`src/rtl/hpt_pkg.sv`:
```
// Package for the heartbeat presence table: sizes, codes and the
// controller/datapath interface structs. No dependencies.
`timescale 1ns / 1ps
`default_nettype none

package hpt_pkg;

  // Table geometry
  localparam int unsigned SLOTS  = 16;
  localparam int unsigned SLOT_W = (SLOTS > 1) ? $clog2(SLOTS) : 1;
  localparam int unsigned CNT_W  = $clog2(SLOTS + 1);

  // Field widths
  localparam int unsigned ID_W     = 16;
  localparam int unsigned TIME_W   = 32;
  localparam int unsigned OCC_W    = 5;
  localparam int unsigned STATUS_W = 4;
  localparam int unsigned CFG_IDX_W = 1;
  localparam int unsigned CFG_DATA_W = 32;

  // Register reset values
  localparam logic [TIME_W-1:0] TIMEOUT_RST = 32'd5000;
  localparam logic [ID_W-1:0]   MARKER_RST  = 16'hFFFF;

  // Configuration register indices
  localparam logic [CFG_IDX_W-1:0] CFG_TIMEOUT = 1'b0;
  localparam logic [CFG_IDX_W-1:0] CFG_MARKER  = 1'b1;

  typedef enum logic [1:0] {
    OP_ADD       = 2'd0,
    OP_HEARTBEAT = 2'd1,
    OP_CHECK     = 2'd2,
    OP_LOOKUP    = 2'd3
  } op_e;

  typedef enum logic [STATUS_W-1:0] {
    ST_IGNORED     = 4'd0,
    ST_KNOWN       = 4'd1,
    ST_ADDED       = 4'd2,
    ST_FULL        = 4'd3,
    ST_REFRESHED   = 4'd4,
    ST_BACK_ONLINE = 4'd5,
    ST_CHECKED     = 4'd6,
    ST_HIT         = 4'd7,
    ST_MISS        = 4'd8
  } status_e;

  // Commands from the controller to the datapath
  typedef struct packed {
    logic              load;    // capture an accepted item, clear the scan
    logic              scan;    // visit slot idx
    logic              commit;  // apply the update and load the result
    logic [SLOT_W-1:0] idx;
  } hpt_cmd_t;

  // Status from the datapath to the controller
  typedef struct packed {
    logic out_blocked;  // result register full and stalled
  } hpt_sts_t;

endpackage

`default_nettype wire

```
`src/rtl/hpt_ctrl.sv`:
```
// Controller of the heartbeat presence table: accept, slot scan, commit.
// Depends on hpt_pkg.
`timescale 1ns / 1ps
`default_nettype none

module hpt_ctrl
  import hpt_pkg::*;
(
  input  wire logic     clk_i,
  input  wire logic     rst_ni,
  input  wire logic     in_valid_i,
  output logic          in_stall_o,
  input  wire hpt_sts_t sts_i,
  output hpt_cmd_t      cmd_o
);

  typedef enum logic [2:0] {
    S_IDLE   = 3'b001,
    S_SCAN   = 3'b010,
    S_COMMIT = 3'b100
  } state_e;

  state_e            state_q, state_d;
  logic [SLOT_W-1:0] idx_q, idx_d;
  logic              last_slot;

  assign last_slot = (idx_q == SLOT_W'(SLOTS - 1));

  // Sequence one item through the table
  always_comb begin
    state_d     = state_q;
    idx_d       = idx_q;
    cmd_o       = '0;
    cmd_o.idx   = idx_q;
    in_stall_o  = 1'b1;
    case (state_q)
      S_IDLE: begin
        in_stall_o = 1'b0;
        if (in_valid_i) begin
          cmd_o.load = 1'b1;
          idx_d      = '0;
          state_d    = S_SCAN;
        end
      end
      S_SCAN: begin
        cmd_o.scan = 1'b1;
        if (last_slot) begin
          state_d = S_COMMIT;
        end else begin
          idx_d = idx_q + SLOT_W'(1);
        end
      end
      S_COMMIT: begin
        // hold while the previous result has not been taken
        if (!sts_i.out_blocked) begin
          cmd_o.commit = 1'b1;
          state_d      = S_IDLE;
        end
      end
      default: begin
        state_d = S_IDLE;
      end
    endcase
  end

  always_ff @(posedge clk_i or negedge rst_ni) begin
    if (!rst_ni) begin
      state_q <= S_IDLE;
      idx_q   <= '0;
    end else begin
      state_q <= state_d;
      idx_q   <= idx_d;
    end
  end

endmodule

`default_nettype wire

```
`src/rtl/hpt_datapath.sv`:
```
// Datapath of the heartbeat presence table: slot storage, configuration
// registers, scan accumulators and the result register. Depends on hpt_pkg.
`timescale 1ns / 1ps
`default_nettype none

module hpt_datapath
  import hpt_pkg::*;
(
  input  wire logic                  clk_i,
  input  wire logic                  rst_ni,
  input  wire hpt_cmd_t              cmd_i,
  output hpt_sts_t                   sts_o,
  // configuration writes
  input  wire logic                  cfg_we_i,
  input  wire logic [CFG_IDX_W-1:0]  cfg_idx_i,
  input  wire logic [CFG_DATA_W-1:0] cfg_data_i,
  // item fields
  input  wire logic [1:0]            opcode_i,
  input  wire logic [ID_W-1:0]       node_id_i,
  input  wire logic [TIME_W-1:0]     now_ms_i,
  // result channel
  output logic                       out_valid_o,
  input  wire logic                  out_stall_i,
  output logic [STATUS_W-1:0]        status_o,
  output logic                       hit_o,
  output logic                       node_online_o,
  output logic [TIME_W-1:0]          node_last_seen_o,
  output logic [OCC_W-1:0]           occupied_o,
  output logic                       offline_present_o,
  output logic [ID_W-1:0]            offline_id_o
);

  // Configuration registers
  logic [TIME_W-1:0] timeout_q;
  logic [ID_W-1:0]   marker_q;

  // Slot storage
  logic [ID_W-1:0]   slot_id_q     [SLOTS];
  logic [SLOTS-1:0]  slot_online_q;
  logic [TIME_W-1:0] slot_seen_q   [SLOTS];

  // Captured item
  op_e               op_q;
  logic [ID_W-1:0]   id_q;
  logic [TIME_W-1:0] now_q;

  // Scan accumulators
  logic              match_found_q, free_found_q, off1_found_q, off2_found_q;
  logic [SLOT_W-1:0] match_idx_q, free_idx_q, off1_idx_q;
  logic              match_online_q;
  logic [TIME_W-1:0] match_seen_q;
  logic [ID_W-1:0]   off1_id_q, off2_id_q;
  logic [CNT_W-1:0]  occ_q;

  // Result register
  logic                out_valid_q;
  logic [STATUS_W-1:0] status_q;
  logic                hit_q, online_q, offp_q;
  logic [TIME_W-1:0]   seen_q;
  logic [OCC_W-1:0]    occ_out_q;
  logic [ID_W-1:0]     offid_q;

  // Scan of the current slot
  logic [ID_W-1:0]   scan_id;
  logic              scan_occ, scan_match, scan_on_old, scan_expire, scan_off;
  logic [TIME_W-1:0] scan_age;

  // Commit decisions
  logic          id_is_marker;
  logic          wr_en, wr_new, occ_inc, res_hit, use_second;
  logic [SLOT_W-1:0] wr_idx;
  status_e       res_status;

  assign sts_o.out_blocked = out_valid_q && out_stall_i;

  // Take configuration writes
  always_ff @(posedge clk_i or negedge rst_ni) begin
    if (!rst_ni) begin
      timeout_q <= TIMEOUT_RST;
      marker_q  <= MARKER_RST;
    end else if (cfg_we_i) begin
      case (cfg_idx_i)
        CFG_TIMEOUT: timeout_q <= cfg_data_i;
        CFG_MARKER:  marker_q  <= cfg_data_i[ID_W-1:0];
        default:     timeout_q <= timeout_q;
      endcase
    end
  end

  // Evaluate the slot under the scan pointer
  always_comb begin
    scan_id     = slot_id_q[cmd_i.idx];
    scan_occ    = (scan_id != marker_q);
    scan_match  = scan_occ && (scan_id == id_q);
    scan_on_old = slot_online_q[cmd_i.idx];
    scan_age    = now_q - slot_seen_q[cmd_i.idx];
    scan_expire = (op_q == OP_CHECK) && scan_occ && scan_on_old && (scan_age > timeout_q);
    scan_off    = scan_occ && !(scan_on_old && !scan_expire);
  end

  // Capture the item, then gather per-slot facts during the scan
  always_ff @(posedge clk_i or negedge rst_ni) begin
    if (!rst_ni) begin
      match_found_q <= 1'b0;
      free_found_q  <= 1'b0;
      off1_found_q  <= 1'b0;
      off2_found_q  <= 1'b0;
    end else if (cmd_i.load) begin
      match_found_q <= 1'b0;
      free_found_q  <= 1'b0;
      off1_found_q  <= 1'b0;
      off2_found_q  <= 1'b0;
    end else if (cmd_i.scan) begin
      if (scan_match) match_found_q <= 1'b1;
      if (!scan_occ)  free_found_q  <= 1'b1;
      if (scan_off) begin
        if (!off1_found_q) off1_found_q <= 1'b1;
        else               off2_found_q <= 1'b1;
      end
    end
  end

  always_ff @(posedge clk_i) begin
    if (cmd_i.load) begin
      op_q      <= op_e'(opcode_i);
      id_q      <= node_id_i;
      now_q     <= now_ms_i;
      occ_q     <= '0;
      off1_id_q <= '0;
      off2_id_q <= '0;
    end else if (cmd_i.scan) begin
      if (scan_match && !match_found_q) begin
        match_idx_q    <= cmd_i.idx;
        match_online_q <= scan_on_old;
        match_seen_q   <= slot_seen_q[cmd_i.idx];
      end
      if (!scan_occ && !free_found_q) begin
        free_idx_q <= cmd_i.idx;
      end
      if (scan_occ) begin
        occ_q <= occ_q + CNT_W'(1);
      end
      if (scan_off) begin
        if (!off1_found_q) begin
          off1_idx_q <= cmd_i.idx;
          off1_id_q  <= scan_id;
        end else if (!off2_found_q) begin
          off2_id_q <= scan_id;
        end
      end
    end
  end

  // Decide the update and the status of the item
  always_comb begin
    id_is_marker = (id_q == marker_q);
    wr_en        = 1'b0;
    wr_new       = 1'b0;
    wr_idx       = match_idx_q;
    occ_inc      = 1'b0;
    res_hit      = 1'b0;
    res_status   = ST_CHECKED;
    case (op_q)
      OP_ADD, OP_HEARTBEAT: begin
        if (id_is_marker) begin
          res_status = ST_IGNORED;
        end else if (match_found_q) begin
          if (op_q == OP_ADD) begin
            res_status = ST_KNOWN;
          end else begin
            res_status = match_online_q ? ST_REFRESHED : ST_BACK_ONLINE;
            wr_en      = 1'b1;
          end
        end else if (free_found_q) begin
          res_status = ST_ADDED;
          wr_en      = 1'b1;
          wr_new     = 1'b1;
          wr_idx     = free_idx_q;
          occ_inc    = 1'b1;
        end else begin
          res_status = ST_FULL;
        end
      end
      OP_CHECK: begin
        res_status = ST_CHECKED;
      end
      OP_LOOKUP: begin
        res_hit    = match_found_q;
        res_status = match_found_q ? ST_HIT : ST_MISS;
      end
      default: begin
        res_status = ST_CHECKED;
      end
    endcase
    // a first-offline slot that comes back online hands the report to the next one
    use_second = wr_en && !wr_new && !match_online_q && off1_found_q
                 && (off1_idx_q == match_idx_q);
  end

  // Update the slot table
  always_ff @(posedge clk_i or negedge rst_ni) begin
    if (!rst_ni) begin
      for (int i = 0; i < SLOTS; i++) begin
        slot_id_q[i] <= MARKER_RST;
      end
      slot_online_q <= '0;
    end else begin
      if (cmd_i.scan && scan_expire) begin
        slot_online_q[cmd_i.idx] <= 1'b0;
      end
      if (cmd_i.commit && wr_en) begin
        slot_online_q[wr_idx] <= 1'b1;
        if (wr_new) begin
          slot_id_q[wr_idx] <= id_q;
        end
      end
    end
  end

  always_ff @(posedge clk_i) begin
    if (cmd_i.commit && wr_en) begin
      slot_seen_q[wr_idx] <= now_q;
    end
  end

  // Result register: load on commit, drop once transferred
  always_ff @(posedge clk_i or negedge rst_ni) begin
    if (!rst_ni) begin
      out_valid_q <= 1'b0;
    end else if (cmd_i.commit) begin
      out_valid_q <= 1'b1;
    end else if (!out_stall_i) begin
      out_valid_q <= 1'b0;
    end
  end

  always_ff @(posedge clk_i) begin
    if (cmd_i.commit) begin
      status_q  <= res_status;
      hit_q     <= res_hit;
      online_q  <= res_hit && match_online_q;
      seen_q    <= res_hit ? match_seen_q : '0;
      occ_out_q <= OCC_W'(occ_q + CNT_W'(occ_inc));
      offp_q    <= use_second ? off2_found_q : off1_found_q;
      offid_q   <= use_second ? off2_id_q : off1_id_q;
    end
  end

  assign out_valid_o       = out_valid_q;
  assign status_o          = status_q;
  assign hit_o             = hit_q;
  assign node_online_o     = online_q;
  assign node_last_seen_o  = seen_q;
  assign occupied_o        = occ_out_q;
  assign offline_present_o = offp_q;
  assign offline_id_o      = offid_q;

endmodule

`default_nettype wire

```
`src/rtl/heartbeat_presence_table_top.sv`:
```
// Top level of the heartbeat presence table: controller plus datapath.
// Depends on hpt_pkg, hpt_ctrl and hpt_datapath.
//
//   Port group   Direction  Handshake              Payload
//   in_*         in         in_valid_i/in_stall_o  opcode_i, node_id_i, now_ms_i
//   out_*        out        out_valid_o/out_stall_i status_o ... offline_id_o
//   cfg_*        in         cfg_valid_i/cfg_ready_o cfg_idx_i, cfg_data_i
//
// An item is accepted, then the scan walks the table slot by slot, then
// the update is committed; the commit holds while an earlier result waits.
// Items are handled one at a time.
// Reset sets every slot free and offline and loads the register defaults.
// A finished result waits in the output register; the next item is taken
// meanwhile, and its commit holds until the waiting result is transferred.
`timescale 1ns / 1ps
`default_nettype none

module heartbeat_presence_table_top
  import hpt_pkg::*;
(
  input  wire logic                  clk_i,
  input  wire logic                  rst_ni,
  input  wire logic                  in_valid_i,
  output logic                       in_stall_o,
  input  wire logic [1:0]            opcode_i,
  input  wire logic [ID_W-1:0]       node_id_i,
  input  wire logic [TIME_W-1:0]     now_ms_i,
  output logic                       out_valid_o,
  input  wire logic                  out_stall_i,
  output logic [STATUS_W-1:0]        status_o,
  output logic                       hit_o,
  output logic                       node_online_o,
  output logic [TIME_W-1:0]          node_last_seen_o,
  output logic [OCC_W-1:0]           occupied_o,
  output logic                       offline_present_o,
  output logic [ID_W-1:0]            offline_id_o,
  input  wire logic                  cfg_valid_i,
  output logic                       cfg_ready_o,
  input  wire logic [CFG_IDX_W-1:0]  cfg_idx_i,
  input  wire logic [CFG_DATA_W-1:0] cfg_data_i
);

  hpt_cmd_t cmd;
  hpt_sts_t sts;

  assign cfg_ready_o = 1'b1;

  hpt_ctrl u_ctrl (
    .clk_i      (clk_i),
    .rst_ni     (rst_ni),
    .in_valid_i (in_valid_i),
    .in_stall_o (in_stall_o),
    .sts_i      (sts),
    .cmd_o      (cmd)
  );

  hpt_datapath u_datapath (
    .clk_i             (clk_i),
    .rst_ni            (rst_ni),
    .cmd_i             (cmd),
    .sts_o             (sts),
    .cfg_we_i          (cfg_valid_i && cfg_ready_o),
    .cfg_idx_i         (cfg_idx_i),
    .cfg_data_i        (cfg_data_i),
    .opcode_i          (opcode_i),
    .node_id_i         (node_id_i),
    .now_ms_i          (now_ms_i),
    .out_valid_o       (out_valid_o),
    .out_stall_i       (out_stall_i),
    .status_o          (status_o),
    .hit_o             (hit_o),
    .node_online_o     (node_online_o),
    .node_last_seen_o  (node_last_seen_o),
    .occupied_o        (occupied_o),
    .offline_present_o (offline_present_o),
    .offline_id_o      (offline_id_o)
  );

  // An accepted item blocks the input until its update is committed
  a_accept_blocks : assert property (@(posedge clk_i) disable iff (!rst_ni)
    (in_valid_i && !in_stall_o) |=> in_stall_o)
    else $error("input taken again straight after a transfer");

  // Hit flag agrees with the lookup status
  a_hit_status : assert property (@(posedge clk_i) disable iff (!rst_ni)
    out_valid_o |-> (hit_o == (status_o == ST_HIT)))
    else $error("hit flag disagrees with status");

  // Occupancy never exceeds the table size
  a_occ_range : assert property (@(posedge clk_i) disable iff (!rst_ni)
    out_valid_o |-> (occupied_o <= OCC_W'(SLOTS)))
    else $error("occupied count beyond table size");

  // No offline id without an offline slot
  a_offline_id : assert property (@(posedge clk_i) disable iff (!rst_ni)
    (out_valid_o && !offline_present_o) |-> (offline_id_o == '0))
    else $error("offline id reported with none present");

endmodule

`default_nettype wire
```
`config.mk`:
```
export PLATFORM = sky130hd
export DESIGN_NAME = heartbeat_presence_table_top
export DESIGN_NICKNAME = d
export VERILOG_FILES = /design/src/rtl/hpt_pkg.sv /design/src/rtl/hpt_ctrl.sv /design/src/rtl/hpt_datapath.sv /design/src/rtl/heartbeat_presence_table_top.sv
export SDC_FILE = /design/constraint.sdc
export NUM_CORES = 1
export LEC_CHECK = 0
export CORE_AREA = 2 2 548 278
export DETAILED_ROUTE_END_ITERATION = 8
export DIE_AREA = 0 0 550 280
export DONT_BUFFER_PORTS = 1
export MAX_ROUTING_LAYER = met4
export PLACE_DENSITY = 0.53
export REMOVE_ABC_BUFFERS = 1
export SKIP_LAST_GASP = 1
export SYNTH_ARGS = -nofsm -noshare
export SYNTH_HDL_FRONTEND = slang
export SYNTH_SLANG_ARGS = --single-unit
```
`constraint.sdc`:
```
create_clock -name clk_i -period 10.29 [get_ports clk_i]
set_input_delay 0.5145 -clock clk_i [delete_from_list [all_inputs] [get_ports clk_i]]
set_output_delay 0.5145 -clock clk_i [all_outputs]
set_load 0.03 [all_outputs]
```
==> flow_metrics.tcl <==
set metrics [dict create \
    outcome "finished clean" \
    use_met2 0.212 \
    grtUsageMet1 0.269 \
    yosysWarnings 0 \
    wl_um 129000 \
    die_x_um 550 \
    drc 0 \
    viasPerCell 4.99 \
    synthAdderAreaFrac 0.0204 \
    start_kind "register" \
    core_um2 150000 \
    synthMuxAreaShare 0.210 \
    finalClockSkew_ns 0.0438 \
    final_antenna_net_count 0 \
    syn_area_um2 44400 \
    final-seq-area_um2 29400 \
    grt_overflow 0 \
    rows 101 \
    fp.dieArea_um2 154000 \
    holdCritPathClass "input port to asynchronous set/reset pin" \
    hold-worst-slack_ns 0.173 \
    synthSimpleGateAreaFrac 0.0372 \
    design_area_um2 51100 \
    arrival_ns 9.04 \
    setup_viol 0 \
    rsz0062_at_grt "no" \
    avgSynthCellArea_um2 17.2 \
    synth_edf_count 667 \
    grt_pass1_vias 23600 \
    critPathMaxFanout 46 \
    cts_resized 0 \
    port_buffers 0 \
    drive_gt1_frac 0.387 \
    multi_input_area_um2 14100 \
    ff2ff_setup_slack_ns 1.61 \
    clock-sinks 1036 \
    num_vias 23900 \
    cts_buffers 100 \
    top_usage_layer "met1" \
    antenna_found_initial 16 \
    hold_violations 0 \
    cp.required_ns 10.64 \
    synth-compound-area-share 0.0289 \
    dp_hpwl_um 80100 \
    place_ws_ns 1.58 \
    synthFlopType "edfxtp_1" \
    synth_top_family_by_area "multiplexers" \
    syn_inst 2580 \
    max_freq_mhz 115 \
    use_met3 0.0543 \
    rr_worst_depth 21 \
    fin_ws_ns 1.61 \
    end_kind "register" \
    grt_pass1_wl_um 182000 \
    grt_max_degree 198 \
    ys_seq_area_frac 0.662 \
    cts_tree "yes" \
    nNetsFinal 2845 \
    grt_util_all_layers 0.172 \
    pwr_density_cell_nw_per_um2 220 \
    post-route-min-period_ns 8.68 \
    initial_core_util 0.297 \
    clkTransAtPathRegs_ns 0.07 \
    synthDistinctLibCells 70 \
    die_h_um 280 \
    area_growth_pct 14.9 \
    max-cap-violations 0 \
    drt_pass1_iterations 5 \
    io_pins 151 \
    p_leak_nw 17.7 \
    final_core_util 0.341 \
    clk_path_buf_depth 3 \
    reg2reg_from "u_ctrl.idx_q[0]$_DFFE_PN0P_" \
    htreeDepth 3 \
    slew_headroom 0.201 \
    vdd_drop_max_v 0.000170 \
    clk_root_buffer_cell "clkbuf_16" \
    gp_congestion 0.854 \
    drv_slew 0 \
    place_area_um2 46900 \
    clk_latency_ns 0.73 \
    crit_type "register to register" \
    synth_seq_cells 1036 \
    yosys.area_share.xor_xnor 0.0189 \
    async_flop_share 0.320 \
    worstMarginPinSlew_ns 1.20 \
    wl_per_cell_um 27.0 \
    r2r_end "u_datapath.off1_idx_q[3]$_DFFE_PP_" \
    period_share 0.844 \
    fillerInstances 14300 \
    drt_iter0_markers 2757 \
]
-- per-stage QoR --
stage                     instances  power [mW]  TNS (ns)
after floorplan                2439        6.89   -190.98
after global placement         4504        7.50         0
after detailed placement       4504        7.51         0
after CTS                      4774        11.3         0
after global routing           4785        11.8         0
final                          4787        11.2         0
-- cell usage after synthesis, types with 41 or more instances --
master	instances	area, µm²
mux2_2	294	3310
buf_2	41	205
clkbuf_1	75	282
inv_1	89	334
nand2_1	121	454
mux4_2	232	5230
and2_1	49	307
mux2i_1	74	741
nor2_1	46	173
ha_1	71	888
o21ai_0	54	270
a21oi_1	66	330
edfxtp_1	667	20000
dfrtp_1	54	1350
xor2_1	47	412
dfstp_2	278	7300
xnor2_1	49	429
-- layer usage --
metal | up-vias | routed length, µm
li1 | 10200 | -
met1 | 12700 | 65800
met2 | 851 | 49900
met3 | 155 | 11600
met4 | 0 | 1990
met5 | - | 0
-- cells by family after synthesis --
family,after synthesis
AOI/OAI and AO/OA,209
adders and majority gates,72
muxes,602
buffers and inverters,232
xor gates and xnor gates,96
other,1
and+or+nand+nor,332
DFF,1036
-- worst max path at each step --
| stage | slack, ns | start | endpoint |
|---|---|---|---|
| after floorplan | -3.25 | u_ctrl.idx_q[0]$_DFFE_PN0P_ | u_datapath.off1_idx_q[0]$_DFFE_PP_ |
| after global placement | 1.63 | u_ctrl.idx_q[0]$_DFFE_PN0P_ | u_datapath.off1_idx_q[2]$_DFFE_PP_ |
| after detailed placement | 1.58 | u_ctrl.idx_q[0]$_DFFE_PN0P_ | u_datapath.off1_idx_q[3]$_DFFE_PP_ |
| after CTS | 1.55 | u_ctrl.idx_q[0]$_DFFE_PN0P_ | u_datapath.off1_idx_q[3]$_DFFE_PP_ |
| after global routing | 0.81 | u_ctrl.idx_q[0]$_DFFE_PN0P_ | u_datapath.off1_id_q[9]$_SDFFE_PP0P_ |
| final | 1.61 | u_ctrl.idx_q[0]$_DFFE_PN0P_ | u_datapath.off1_idx_q[3]$_DFFE_PP_ |
-- layout make-up --
cell class / instances / share of cell area
clock inverter: 57 / 0.00985
sequential: 1036 / 0.577
multi-input combinational: 1312 / 0.277
inverter: 91 / 0.00679
tap: 2008 / 0.0492
timing repair buffer: 144 / 0.0266
antenna: 13 / 0.000637
clock buffer: 126 / 0.0535
-- flip-flops by register name, summed over array words and instances, names as in the netlist, 5 cells and up --
name / count
u_datapath.marker_q: 16
u_datapath.match_seen_q: 32
u_datapath.offline_id_o: 16
u_datapath.slot_id_q: 256
u_datapath.slot_seen_q: 512
u_datapath.timeout_q: 32
u_datapath.off1_id_q: 16
u_datapath.occupied_o: 5
u_datapath.id_q: 16
u_datapath.node_last_seen_o: 32
u_datapath.now_q: 32
u_datapath.off2_id_q: 16
u_datapath.occ_q: 5
u_datapath.slot_online_q: 16
-- cells in the final DEF (no fill, tap or decap), drive strengths merged, types with 8 or more instances in the layout --
cell	n
ha	71
xor2	47
dfrtp	54
diode	13
clkbuf	126
nand3	23
and3	8
and2	49
mux2	294
nand2b	13
nor3	13
dfstp	278
nand2	121
o21ai	57
a21oi	67
mux2i	76
inv	104
dlygate4sd3	84
nor2	47
a21o	18
nand4	16
a31oi	10
nor4	14
clkinv	31
nor2b	8
mux4	232
dfxtp	37
xnor2	49
buf	60
edfxtp	667
-- what timing repair did --
item | CTS | global route
hold buffers | 87 | 0
hold endpoints to repair | 316 | 0
setup buffers | 0 | 0
-- critical path, cell delays in order, from the launching register on --
cell       delay, ns
dfrtp_4         1.05
buf_12          0.37
mux4_2          0.57
mux4_2          0.48
inv_1           0.09
ha_1            0.30
a21oi_1         0.19
o21bai_1        0.07
a2111oi_0       0.64
o21ai_0         0.20
a21oi_1         0.23
nor3_1          0.11
o41ai_1         0.93
mux2i_1         0.28
nand4_1         0.10
ha_1            0.32
nand4_1         0.14
nor2_1          0.16
a31oi_1         0.15
a211o_1         0.35
o21ai_0         0.47
and3b_1         1.05
-- power breakdown --
| group | leakage (nW) | switching [mW] | internal (mW) | total [mW] |
|---|---|---|---|---|
| clock network | 1.58 | 1.69 | 2.04 | 3.74 |
| registers | 9.89 | 0.251 | 4.67 | 4.92 |
| logic | 6.27 | 1.46 | 1.11 | 2.58 |
Power figures use the tool's default switching activity.
